--- src/hdl/rmf_pkg.sv ---
package rmf_pkg;

    localparam int CFG_ADDR_BITS = 2;
    localparam int CFG_DATA_BITS = 12;
    localparam int MSG_LEN_BITS  = 12;
    localparam int SEQ_BITS      = 5;
    localparam int QUEUE_DEPTH   = 2;
    localparam int QUEUE_AW      = 1;

    localparam logic [CFG_ADDR_BITS-1:0] CFG_FRAGMENT_SIZE    = 2'd0;
    localparam logic [CFG_ADDR_BITS-1:0] CFG_REASSEMBLY_LIMIT = 2'd1;
    localparam logic [CFG_ADDR_BITS-1:0] CFG_FRAGMENT_LIMIT   = 2'd2;

    localparam logic [7:0]  MIN_FRAGMENT           = 8'd64;
    localparam logic [7:0]  RST_FRAGMENT_SIZE      = 8'd180;
    localparam logic [11:0] RST_REASSEMBLY_LIMIT   = 12'd720;
    localparam logic [2:0]  RST_FRAGMENT_LIMIT     = 3'd4;

    typedef struct packed {
        logic [7:0]  fragment_size;
        logic [11:0] reassembly_limit;
        logic [2:0]  fragment_limit;
    } cfg_t;

    typedef struct packed {
        logic [MSG_LEN_BITS-1:0] length;
        logic                    fragmented;
        logic [SEQ_BITS-1:0]     seq;
        logic [SEQ_BITS-1:0]     next_seq;
    } desc_t;

endpackage

--- src/hdl/rmf_if.sv ---
interface rmf_msg_if;
    import rmf_pkg::*;
    logic                    valid;
    logic                    ready;
    logic [MSG_LEN_BITS-1:0] message_length;
    modport source (output valid, output message_length, input ready);
    modport sink   (input valid, input message_length, output ready);
endinterface

interface rmf_res_if;
    logic        valid;
    logic        ready;
    logic [7:0]  flag_byte;
    logic [11:0] byte_offset;
    logic [7:0]  payload_length;
    logic        last_packet;
    logic [4:0]  next_sequence;
    modport source (output valid, output flag_byte, output byte_offset,
                    output payload_length, output last_packet, output next_sequence,
                    input ready);
    modport sink   (input valid, input flag_byte, input byte_offset,
                    input payload_length, input last_packet, input next_sequence,
                    output ready);
endinterface

interface rmf_cfg_if;
    import rmf_pkg::*;
    logic                     valid;
    logic                     ready;
    logic [CFG_ADDR_BITS-1:0] addr;
    logic [CFG_DATA_BITS-1:0] data;
    modport source (output valid, output addr, output data, input ready);
    modport sink   (input valid, input addr, input data, output ready);
endinterface

--- src/hdl/rmf_front.sv ---
module rmf_front #(
    parameter int LENGTH_BITS = 12
) (
    input  logic           clk,
    input  logic           rst_n,
    rmf_msg_if.sink        msg_in,
    input  rmf_pkg::cfg_t  cfg_q,
    input  logic           full,
    output logic           push,
    output rmf_pkg::desc_t push_desc
);
    import rmf_pkg::*;

    localparam int LW = LENGTH_BITS + 1;
    localparam logic ST_IDLE  = 1'b0;
    localparam logic ST_COUNT = 1'b1;

    logic                   state_reg, state_next;
    logic [LENGTH_BITS-1:0] len_reg, len_next;
    logic [LENGTH_BITS-1:0] rem_reg, rem_next;
    logic [SEQ_BITS-1:0]    cnt_reg, cnt_next;
    logic [SEQ_BITS-1:0]    seq_reg, seq_next;

    logic [LENGTH_BITS-1:0] len_in;
    logic [11:0]            len_in12;
    logic [LW-1:0]          fs_w;
    logic                   accept;
    logic                   rem_last;

    assign len_in   = msg_in.message_length[LENGTH_BITS-1:0];
    assign len_in12 = 12'(len_in);
    assign fs_w     = LW'(cfg_q.fragment_size);
    assign rem_last = LW'(rem_reg) <= fs_w;

    assign msg_in.ready = (state_reg == ST_IDLE) && !full;
    assign accept       = msg_in.valid && msg_in.ready;

    always_comb
    begin
        state_next = state_reg;
        len_next   = len_reg;
        rem_next   = rem_reg;
        cnt_next   = cnt_reg;
        seq_next   = seq_reg;
        push       = 1'b0;
        push_desc  = '0;
        unique case (state_reg)
            ST_IDLE:
            begin
                if (accept && len_in12 != 12'd0)
                begin
                    if (len_in12 > cfg_q.reassembly_limit)
                    begin
                        len_next   = len_in;
                        rem_next   = len_in;
                        cnt_next   = '0;
                        state_next = ST_COUNT;
                    end
                    else
                    begin
                        push                 = 1'b1;
                        push_desc.length     = MSG_LEN_BITS'(len_in);
                        push_desc.fragmented = LW'(len_in) > fs_w;
                        push_desc.seq        = seq_reg;
                        push_desc.next_seq   = seq_reg + 5'd1;
                        seq_next             = seq_reg + 5'd1;
                    end
                end
            end
            ST_COUNT:
            begin
                if (rem_last)
                begin
                    if (!full)
                    begin
                        push                 = 1'b1;
                        push_desc.length     = MSG_LEN_BITS'(len_reg);
                        push_desc.fragmented = 1'b0;
                        push_desc.seq        = seq_reg;
                        push_desc.next_seq   = seq_reg + cnt_reg + 5'd1;
                        seq_next             = seq_reg + cnt_reg + 5'd1;
                        state_next           = ST_IDLE;
                    end
                end
                else
                begin
                    rem_next = LENGTH_BITS'(LW'(rem_reg) - fs_w);
                    cnt_next = cnt_reg + 5'd1;
                end
            end
            default:
            begin
                state_next = ST_IDLE;
            end
        endcase
    end

    always_ff @(posedge clk or negedge rst_n)
    begin
        if (!rst_n)
        begin
            state_reg <= ST_IDLE;
            seq_reg   <= '0;
        end
        else
        begin
            state_reg <= state_next;
            seq_reg   <= seq_next;
        end
    end

    always_ff @(posedge clk)
    begin
        len_reg <= len_next;
        rem_reg <= rem_next;
        cnt_reg <= cnt_next;
    end

endmodule

--- src/hdl/rmf_queue.sv ---
module rmf_queue (
    input  logic           clk,
    input  logic           rst_n,
    input  logic           push,
    input  rmf_pkg::desc_t push_desc,
    input  logic           pop,
    output rmf_pkg::desc_t pop_desc,
    output logic           full,
    output logic           empty
);
    import rmf_pkg::*;

    desc_t               slot_reg [QUEUE_DEPTH];
    logic [QUEUE_AW-1:0] wr_ptr_reg, wr_ptr_next;
    logic [QUEUE_AW-1:0] rd_ptr_reg, rd_ptr_next;
    logic [QUEUE_AW:0]   count_reg, count_next;

    assign full     = count_reg == (QUEUE_AW+1)'(QUEUE_DEPTH);
    assign empty    = count_reg == '0;
    assign pop_desc = slot_reg[rd_ptr_reg];

    always_comb
    begin
        wr_ptr_next = wr_ptr_reg;
        rd_ptr_next = rd_ptr_reg;
        count_next  = count_reg;
        if (push && !full)
        begin
            wr_ptr_next = wr_ptr_reg + 1'b1;
        end
        if (pop && !empty)
        begin
            rd_ptr_next = rd_ptr_reg + 1'b1;
        end
        priority if ((push && !full) && !(pop && !empty))
        begin
            count_next = count_reg + 1'b1;
        end
        else if (!(push && !full) && (pop && !empty))
        begin
            count_next = count_reg - 1'b1;
        end
    end

    always_ff @(posedge clk or negedge rst_n)
    begin
        if (!rst_n)
        begin
            wr_ptr_reg <= '0;
            rd_ptr_reg <= '0;
            count_reg  <= '0;
        end
        else
        begin
            wr_ptr_reg <= wr_ptr_next;
            rd_ptr_reg <= rd_ptr_next;
            count_reg  <= count_next;
        end
    end

    always_ff @(posedge clk)
    begin
        if (push && !full)
        begin
            slot_reg[wr_ptr_reg] <= push_desc;
        end
    end

endmodule

--- src/hdl/rmf_back.sv ---
module rmf_back #(
    parameter int LENGTH_BITS = 12
) (
    input  logic           clk,
    input  logic           rst_n,
    input  rmf_pkg::cfg_t  cfg_q,
    input  logic           empty,
    input  rmf_pkg::desc_t pop_desc,
    output logic           pop,
    rmf_res_if.source      res_out
);
    import rmf_pkg::*;

    localparam int LW = LENGTH_BITS + 1;

    logic                   busy_reg, busy_next;
    logic                   term_reg, term_next;
    logic [LENGTH_BITS-1:0] off_reg, off_next;
    logic [1:0]             id_reg, id_next;
    logic [2:0]             cnt_reg, cnt_next;
    logic [SEQ_BITS-1:0]    seq_reg, seq_next;
    desc_t                  d_reg, d_next;

    logic                   ovalid_reg, ovalid_next;
    logic [7:0]             flag_reg, flag_next;
    logic [11:0]            boff_reg, boff_next;
    logic [7:0]             plen_reg, plen_next;
    logic                   last_reg, last_next;
    logic [SEQ_BITS-1:0]    nseq_reg, nseq_next;

    logic [LENGTH_BITS-1:0] len;
    logic [LENGTH_BITS-1:0] rem;
    logic [LW-1:0]          fs_w;
    logic                   emit;
    logic                   last_data;
    logic                   add_term;
    logic [2:0]             frag_num;

    assign len       = d_reg.length[LENGTH_BITS-1:0];
    assign rem       = len - off_reg;
    assign fs_w      = LW'(cfg_q.fragment_size);
    assign last_data = LW'(rem) <= fs_w;
    assign frag_num  = (cnt_reg == 3'd7) ? cnt_reg : cnt_reg + 3'd1;
    assign add_term  = d_reg.fragmented && (LW'(rem) == fs_w)
                       && (frag_num < cfg_q.fragment_limit);
    assign emit      = busy_reg && (!ovalid_reg || res_out.ready);
    assign pop       = !busy_reg && !empty;

    always_comb
    begin
        busy_next   = busy_reg;
        term_next   = term_reg;
        off_next    = off_reg;
        id_next     = id_reg;
        cnt_next    = cnt_reg;
        seq_next    = seq_reg;
        d_next      = d_reg;
        ovalid_next = ovalid_reg && !res_out.ready;
        flag_next   = flag_reg;
        boff_next   = boff_reg;
        plen_next   = plen_reg;
        last_next   = last_reg;
        nseq_next   = nseq_reg;
        if (pop)
        begin
            busy_next = 1'b1;
            term_next = 1'b0;
            off_next  = '0;
            id_next   = '0;
            cnt_next  = '0;
            seq_next  = pop_desc.seq;
            d_next    = pop_desc;
        end
        else if (emit)
        begin
            ovalid_next = 1'b1;
            nseq_next   = d_reg.next_seq;
            if (term_reg)
            begin
                flag_next = {seq_reg, id_reg, 1'b1};
                boff_next = 12'(len);
                plen_next = '0;
                last_next = 1'b1;
                busy_next = 1'b0;
            end
            else
            begin
                flag_next = d_reg.fragmented ? {seq_reg, id_reg, 1'b1}
                                             : {seq_reg, 3'b000};
                boff_next = 12'(off_reg);
                plen_next = last_data ? rem[7:0] : cfg_q.fragment_size;
                last_next = last_data && !add_term;
                id_next   = id_reg + 2'd1;
                cnt_next  = frag_num;
                if (!d_reg.fragmented)
                begin
                    seq_next = seq_reg + 5'd1;
                end
                if (last_data)
                begin
                    if (add_term)
                    begin
                        term_next = 1'b1;
                    end
                    else
                    begin
                        busy_next = 1'b0;
                    end
                end
                else
                begin
                    off_next = LENGTH_BITS'(LW'(off_reg) + fs_w);
                end
            end
        end
    end

    always_ff @(posedge clk or negedge rst_n)
    begin
        if (!rst_n)
        begin
            busy_reg   <= 1'b0;
            ovalid_reg <= 1'b0;
        end
        else
        begin
            busy_reg   <= busy_next;
            ovalid_reg <= ovalid_next;
        end
    end

    always_ff @(posedge clk)
    begin
        term_reg <= term_next;
        off_reg  <= off_next;
        id_reg   <= id_next;
        cnt_reg  <= cnt_next;
        seq_reg  <= seq_next;
        d_reg    <= d_next;
        flag_reg <= flag_next;
        boff_reg <= boff_next;
        plen_reg <= plen_next;
        last_reg <= last_next;
        nseq_reg <= nseq_next;
    end

    assign res_out.valid          = ovalid_reg;
    assign res_out.flag_byte      = flag_reg;
    assign res_out.byte_offset    = boff_reg;
    assign res_out.payload_length = plen_reg;
    assign res_out.last_packet    = last_reg;
    assign res_out.next_sequence  = nseq_reg;

endmodule

--- src/hdl/rtcm_message_fragmenter.sv ---
// channel   modport  payload
// msg_in    sink     message_length
// res_out   source   flag_byte, byte_offset, payload_length, last_packet, next_sequence
// cfg       sink     addr (register index), data
//
// Front: accepts a message while idle and the queue is not full; messages over the
// reassembly limit are counted into fragments by repeated subtraction before the push.
// Back: loads a descriptor while idle, then emits its packets through the output register.
// A 2-entry descriptor queue separates the two; res_out stalls reach the front once it fills.
// rst_n clears control state and the sequence counter; config resets to its defaults.
module rtcm_message_fragmenter #(
    parameter int LENGTH_BITS = 12
) (
    input  logic      clk,
    input  logic      rst_n,
    rmf_msg_if.sink   msg_in,
    rmf_res_if.source res_out,
    rmf_cfg_if.sink   cfg
);
    import rmf_pkg::*;

    logic [7:0]  fsize_reg;
    logic [11:0] rlimit_reg;
    logic [2:0]  flimit_reg;
    cfg_t        cfg_q;
    logic        push;
    logic        pop;
    logic        full;
    logic        empty;
    desc_t       push_desc;
    desc_t       pop_desc;

    assign cfg.ready = 1'b1;

    always_ff @(posedge clk or negedge rst_n)
    begin
        if (!rst_n)
        begin
            fsize_reg  <= RST_FRAGMENT_SIZE;
            rlimit_reg <= RST_REASSEMBLY_LIMIT;
            flimit_reg <= RST_FRAGMENT_LIMIT;
        end
        else if (cfg.valid)
        begin
            unique case (cfg.addr)
                CFG_FRAGMENT_SIZE:    fsize_reg  <= cfg.data[7:0];
                CFG_REASSEMBLY_LIMIT: rlimit_reg <= cfg.data[11:0];
                CFG_FRAGMENT_LIMIT:   flimit_reg <= cfg.data[2:0];
                default:              ;
            endcase
        end
    end

    assign cfg_q.fragment_size    = (fsize_reg < MIN_FRAGMENT) ? MIN_FRAGMENT : fsize_reg;
    assign cfg_q.reassembly_limit = rlimit_reg;
    assign cfg_q.fragment_limit   = flimit_reg;

    rmf_front #(
        .LENGTH_BITS (LENGTH_BITS)
    ) u_front (
        .clk       (clk),
        .rst_n     (rst_n),
        .msg_in    (msg_in),
        .cfg_q     (cfg_q),
        .full      (full),
        .push      (push),
        .push_desc (push_desc)
    );

    rmf_queue u_queue (
        .clk       (clk),
        .rst_n     (rst_n),
        .push      (push),
        .push_desc (push_desc),
        .pop       (pop),
        .pop_desc  (pop_desc),
        .full      (full),
        .empty     (empty)
    );

    rmf_back #(
        .LENGTH_BITS (LENGTH_BITS)
    ) u_back (
        .clk      (clk),
        .rst_n    (rst_n),
        .cfg_q    (cfg_q),
        .empty    (empty),
        .pop_desc (pop_desc),
        .pop      (pop),
        .res_out  (res_out)
    );

`ifndef ASSERT_OFF
    a_unfrag_no_id: assert property (@(posedge clk) disable iff (!rst_n)
        res_out.valid |-> (res_out.flag_byte[0] || res_out.flag_byte[2:1] == 2'b00))
        else $error("unfragmented packet carries a fragment id");

    a_term_shape: assert property (@(posedge clk) disable iff (!rst_n)
        (res_out.valid && res_out.payload_length == 8'd0)
        |-> (res_out.flag_byte[0] && res_out.last_packet))
        else $error("empty packet is not a final fragment");

    a_full_middle: assert property (@(posedge clk) disable iff (!rst_n)
        (res_out.valid && !res_out.last_packet)
        |-> (res_out.payload_length == cfg_q.fragment_size))
        else $error("non-final packet is not full size");

    a_unfrag_seq: assert property (@(posedge clk) disable iff (!rst_n)
        (res_out.valid && res_out.last_packet && !res_out.flag_byte[0])
        |-> (res_out.next_sequence == res_out.flag_byte[7:3] + 5'd1))
        else $error("final unfragmented packet sequence mismatch");
`endif

endmodule

--- src/flat_wrapper.sv ---
// flat-port wrapper written by rule: the top's interface ports become plain ports
module rtcm_message_fragmenter_flat import rmf_pkg::*;
#(
    parameter int LENGTH_BITS = 12
)
  (clk, rst_n, msg_in_valid, msg_in_message_length, msg_in_ready, res_out_valid, res_out_flag_byte, res_out_byte_offset, res_out_payload_length, res_out_last_packet, res_out_next_sequence, res_out_ready, cfg_valid, cfg_addr, cfg_data, cfg_ready);
  rmf_msg_if msg_in_i ();
  rmf_res_if res_out_i ();
  rmf_cfg_if cfg_i ();
  input  logic clk;
  input  logic rst_n;
  input wire logic [$bits(msg_in_i.valid)-1:0] msg_in_valid;
  input wire logic [$bits(msg_in_i.message_length)-1:0] msg_in_message_length;
  output wire logic [$bits(msg_in_i.ready)-1:0] msg_in_ready;
  output wire logic [$bits(res_out_i.valid)-1:0] res_out_valid;
  output wire logic [$bits(res_out_i.flag_byte)-1:0] res_out_flag_byte;
  output wire logic [$bits(res_out_i.byte_offset)-1:0] res_out_byte_offset;
  output wire logic [$bits(res_out_i.payload_length)-1:0] res_out_payload_length;
  output wire logic [$bits(res_out_i.last_packet)-1:0] res_out_last_packet;
  output wire logic [$bits(res_out_i.next_sequence)-1:0] res_out_next_sequence;
  input wire logic [$bits(res_out_i.ready)-1:0] res_out_ready;
  input wire logic [$bits(cfg_i.valid)-1:0] cfg_valid;
  input wire logic [$bits(cfg_i.addr)-1:0] cfg_addr;
  input wire logic [$bits(cfg_i.data)-1:0] cfg_data;
  output wire logic [$bits(cfg_i.ready)-1:0] cfg_ready;
  assign msg_in_i.valid = msg_in_valid;
  assign msg_in_i.message_length = msg_in_message_length;
  assign msg_in_ready = msg_in_i.ready;
  assign res_out_valid = res_out_i.valid;
  assign res_out_flag_byte = res_out_i.flag_byte;
  assign res_out_byte_offset = res_out_i.byte_offset;
  assign res_out_payload_length = res_out_i.payload_length;
  assign res_out_last_packet = res_out_i.last_packet;
  assign res_out_next_sequence = res_out_i.next_sequence;
  assign res_out_i.ready = res_out_ready;
  assign cfg_i.valid = cfg_valid;
  assign cfg_i.addr = cfg_addr;
  assign cfg_i.data = cfg_data;
  assign cfg_ready = cfg_i.ready;
  rtcm_message_fragmenter #(.LENGTH_BITS(LENGTH_BITS)) u_core (.clk(clk), .rst_n(rst_n), .msg_in(msg_in_i), .res_out(res_out_i), .cfg(cfg_i));
endmodule
--- config.mk ---
export PLATFORM = sky130hd
export DESIGN_NAME = rtcm_message_fragmenter_flat
export DESIGN_NICKNAME = d
export VERILOG_FILES = /design/src/hdl/rmf_pkg.sv /design/src/hdl/rmf_if.sv /design/src/hdl/rmf_front.sv /design/src/hdl/rmf_queue.sv /design/src/hdl/rmf_back.sv /design/src/hdl/rtcm_message_fragmenter.sv /design/src/flat_wrapper.sv
export SDC_FILE = /design/constraint.sdc
export NUM_CORES = 1
export LEC_CHECK = 0
export BUFFER_PORTS_ARGS = -buffer_cell sky130_fd_sc_hd__buf_2
export CAP_MARGIN = 10
export CORE_ASPECT_RATIO = 0.6
export CORE_MARGIN = 5
export CORE_UTILIZATION = 68
export CTS_BUF_LIST = sky130_fd_sc_hd__clkbuf_4
export CTS_CLUSTER_SIZE = 8
export DETAILED_ROUTE_END_ITERATION = 6
export HOLD_SLACK_MARGIN = 0.12
export MAX_ROUTING_LAYER = met4
export PLACE_DENSITY = 0.92
export SLEW_MARGIN = 10
export SYNTH_ARGS = -nofsm -noshare
export SYNTH_HDL_FRONTEND = slang
export SYNTH_HIERARCHICAL = 1
export SYNTH_SLANG_ARGS = --single-unit
--- constraint.sdc ---
create_clock -name clk -period 7.7 [get_ports clk]
set_input_delay 0.77 -clock clk [delete_from_list [all_inputs] [get_ports clk]]
set_output_delay 0.77 -clock clk [all_outputs]
set_load 0.01 [all_outputs]
==> impl_metrics.json <==
{
  "endpoint_kind": "register",
  "fin_crit_sh": 0.574,
  "tightest_slew_ns": 1.05,
  "vias": 6718,
  "postLayoutCellArea_um2": 10500,
  "clk_pin_slew_ns": 0.17,
  "place_ws_ns": 3.37,
  "r2r-start": "u_core/fsize_reg[7]",
  "ys_async_sr_fraction": 0.189,
  "setup_viol": 0,
  "p_int_uw": 2500,
  "dr.first_iter.drc_count": 836,
  "synth_nets": 902,
  "syn_to_final_growth_pct": 7.72,
  "fp.dieW_um": 165,
  "fin_skew_ns": 0.0295,
  "overflow": 0,
  "nFillCells": 933,
  "gp_congestion": 0.959,
  "min_period_ns": 4.42,
  "grt_pass1_wl_um": 33700,
  "ant_nets": 0,
  "netlist.area_leader.share": 0.405,
  "yosys_warnings": 6,
  "hp-class": "input pin to asynchronous set/reset pin",
  "startpoint_type": "register",
  "drt-pass1-iter-count": 5,
  "powerDensity_nw_per_um2": 405,
  "timing.rr.end": "u_core/u_queue/slot_reg[1][18]",
  "max_cap_violations": 0,
  "largest_register_ff_count": 46,
  "clock_sinks": 185,
  "syn_area_um2": 9790,
  "wire_per_inst_um": 19.7,
  "htree_levels": 4,
  "synth_edf_count": 132,
  "cts_tree": "built",
  "die_h_um": 103,
  "synth_flop_cell": "edfxtp_1",
  "postCtsHoldBufs": 0,
  "slew_viol_final": 0,
  "ys_types": 75,
  "initial_core_util": 0.685,
  "dpl.hpwl_um": 15900,
  "netSwitchingPower_uw": 1770,
  "via_per_inst": 6.21,
  "maxSlewHeadroom": 0.298,
  "grt_pass1_vias": 6363,
  "clkPwrFrac": 0.123,
  "multi_input_area_um2": 4220,
  "synthCells": 801,
  "reg2reg_setup_slack_ns": 3.28,
  "remaining_drc_errors": 0,
  "grt.total_usage": 0.270,
  "post_cts_resized": 0,
  "worstPathMaxFanout": 23,
  "status": "finished, final reports clean",
  "root_buffer": "clkbuf_4",
  "ys_seq_area_frac": 0.532,
  "wirelength_um": 21300,
  "critPathRequiredTime_ns": 7.89,
  "hold_viol": 0,
  "grt_max_degree": 40,
  "timing.setup.tns_ns": 0,
  "cts_made_buffers": 17,
  "placed_area_um2": 10300,
  "rsz0062_at_grt": "no",
  "dieArea_um2": 17000,
  "syn_avg_cell_area_um2": 12.2,
  "yosys-top-cells-area": "edfxtp_1 (40%), ha_1 (8.4%), dfrtp_1 (6.6%)",
  "p_leak_uw": 0.00436,
  "io_buffer_count": 66,
  "ys_seq_elements": 185,
  "pwr-share-comb": 0.485,
  "arrival_ns": 4.61,
  "synth_top_cell_by_area": "edfxtp_1",
  "seq_area_um2": 5210,
  "clock_latency_ns": 0.58,
  "antenna_found_initial": 0,
  "diodes": 0,
  "fin_util": 0.738,
  "timing.fmax_mhz": 226,
  "rows": 34,
  "worst-setup-path-type": "register to register",
  "ff2ff_path_depth": 10,
  "drive_gt1_frac": 0.209,
  "post_cts_buffers": 0,
  "vdd_drop_max_mv": 0.186,
  "switching_share": 0.415,
  "nets": 972,
  "finalWorstSetupSlack_ns": 3.28,
  "clk_path_buf_depth": 2,
  "seq_power_share": 0.393,
  "pin_count": 68,
  "core-area_um2": 14300
}
-- stage by stage --
step,power (µW),cells,hold WS (ns)
after floorplan,3200,801,0.400
after global placement,3600,1050,0.403
after detailed placement,3700,1050,0.405
after CTS,4230,1082,0.273
after global routing,4550,1082,0.305
final,4270,1082,0.292
-- worst max path at each step --
stage	startpoint	end	cells after the start
final	u_core/fsize_reg[7]	u_core/u_queue/slot_reg[1][18]	10
after global placement	u_core/fsize_reg[7]	u_core/u_queue/slot_reg[1][13]	10
after floorplan	u_core/fsize_reg[7]	u_core/u_queue/slot_reg[0][0]	11
after global routing	u_core/fsize_reg[7]	u_core/u_queue/slot_reg[1][11]	10
after detailed placement	u_core/fsize_reg[7]	u_core/u_queue/slot_reg[1][12]	10
after CTS	u_core/fsize_reg[7]	u_core/u_queue/slot_reg[1][18]	10
-- power groups by stage --
stage | Combinational [µW] | Clock [µW] | Sequential (µW)
final | 2070 | 523 | 1680
after global routing | 2270 | 576 | 1700
after CTS | 2030 | 531 | 1670
after detailed placement | 2010 | 0 | 1690
after global placement | 1920 | 0 | 1680
after floorplan | 1540 | 0 | 1660
-- area by class of cell --
cell class | count | share of cell area
Clock buffer | 17 | 0.0121
Clock inverter | 15 | 0.0146
Multi-Input combinational cell | 537 | 0.400
Sequential cell | 185 | 0.494
Inverter | 59 | 0.0210
Tap cell | 198 | 0.0235
Timing Repair Buffer | 71 | 0.0349
-- per-layer routing --
metal,share of wire,up-vias,global-route usage
met2,0.43,345,0.396
met3,0.098,27,0.0651
met1,0.46,3253,0.388
met4,0.011,0,0.0569
met5,0,-,-
li1,-,3093,-
-- synthesized netlist by cell type, types with 11 or more instances --
library cell	number
inv_1	58
o21ai_0	29
xnor2_1	21
mux2i_1	17
o21a_1	14
xor2_1	17
ha_1	66
a22o_1	11
nand3_1	13
nor2b_1	17
mux2_4	19
a21o_1	12
mux2_2	33
dfxtp_1	18
dfrtp_1	26
nor3_1	12
edfxtp_1	132
a21oi_1	33
nor2_1	56
nand2_1	48
-- cells by family after synthesis --
| logic type | synth area share |
|---|---|
| and+or+nand+nor | 0.106 |
| DFF | 0.532 |
| AOI/OAI and AO/OA | 0.113 |
| buffers and inverters | 0.0371 |
| adders and majority gates | 0.0925 |
| muxes | 0.0845 |
| xor gates and xnor gates | 0.0340 |
| other | 0.000383 |
-- worst max-delay path: stages, from the launching register on --
cell	delay (ns)
dfstp_2	0.62
nor2_1	0.12
nor2b_1	0.46
ha_1	0.28
fa_1	0.21
nand2b_1	0.15
a211oi_1	0.11
nor3_1	0.55
o211ai_2	0.27
o21ai_1	0.32
and3_1	0.94
-- cell usage in the layout (no fill, tap or decap), drive strengths merged, types with 4 or more instances in the layout --
cell	Yosys	final
a211oi	12	12
a21o	12	12
a21oi	35	35
a22o	11	11
and2	6	6
and3	7	7
buf	9	71
clkbuf	11	17
clkinv	1	7
dfrtp	26	26
dfstp	9	9
dfxtp	18	18
edfxtp	132	132
fa	4	4
ha	66	66
inv	58	65
mux2	52	52
mux2i	17	17
nand2	48	48
nand2b	7	7
nand3	13	13
nand3b	4	4
nand4	8	8
nor2	57	57
nor2b	17	17
nor3	13	13
o211ai	6	6
o21a	14	14
o21ai	33	33
o31ai	5	5
or2	7	7
or4	5	5
xnor2	21	21
xor2	17	17
Note: power is estimated with default switching activity, not from simulation.
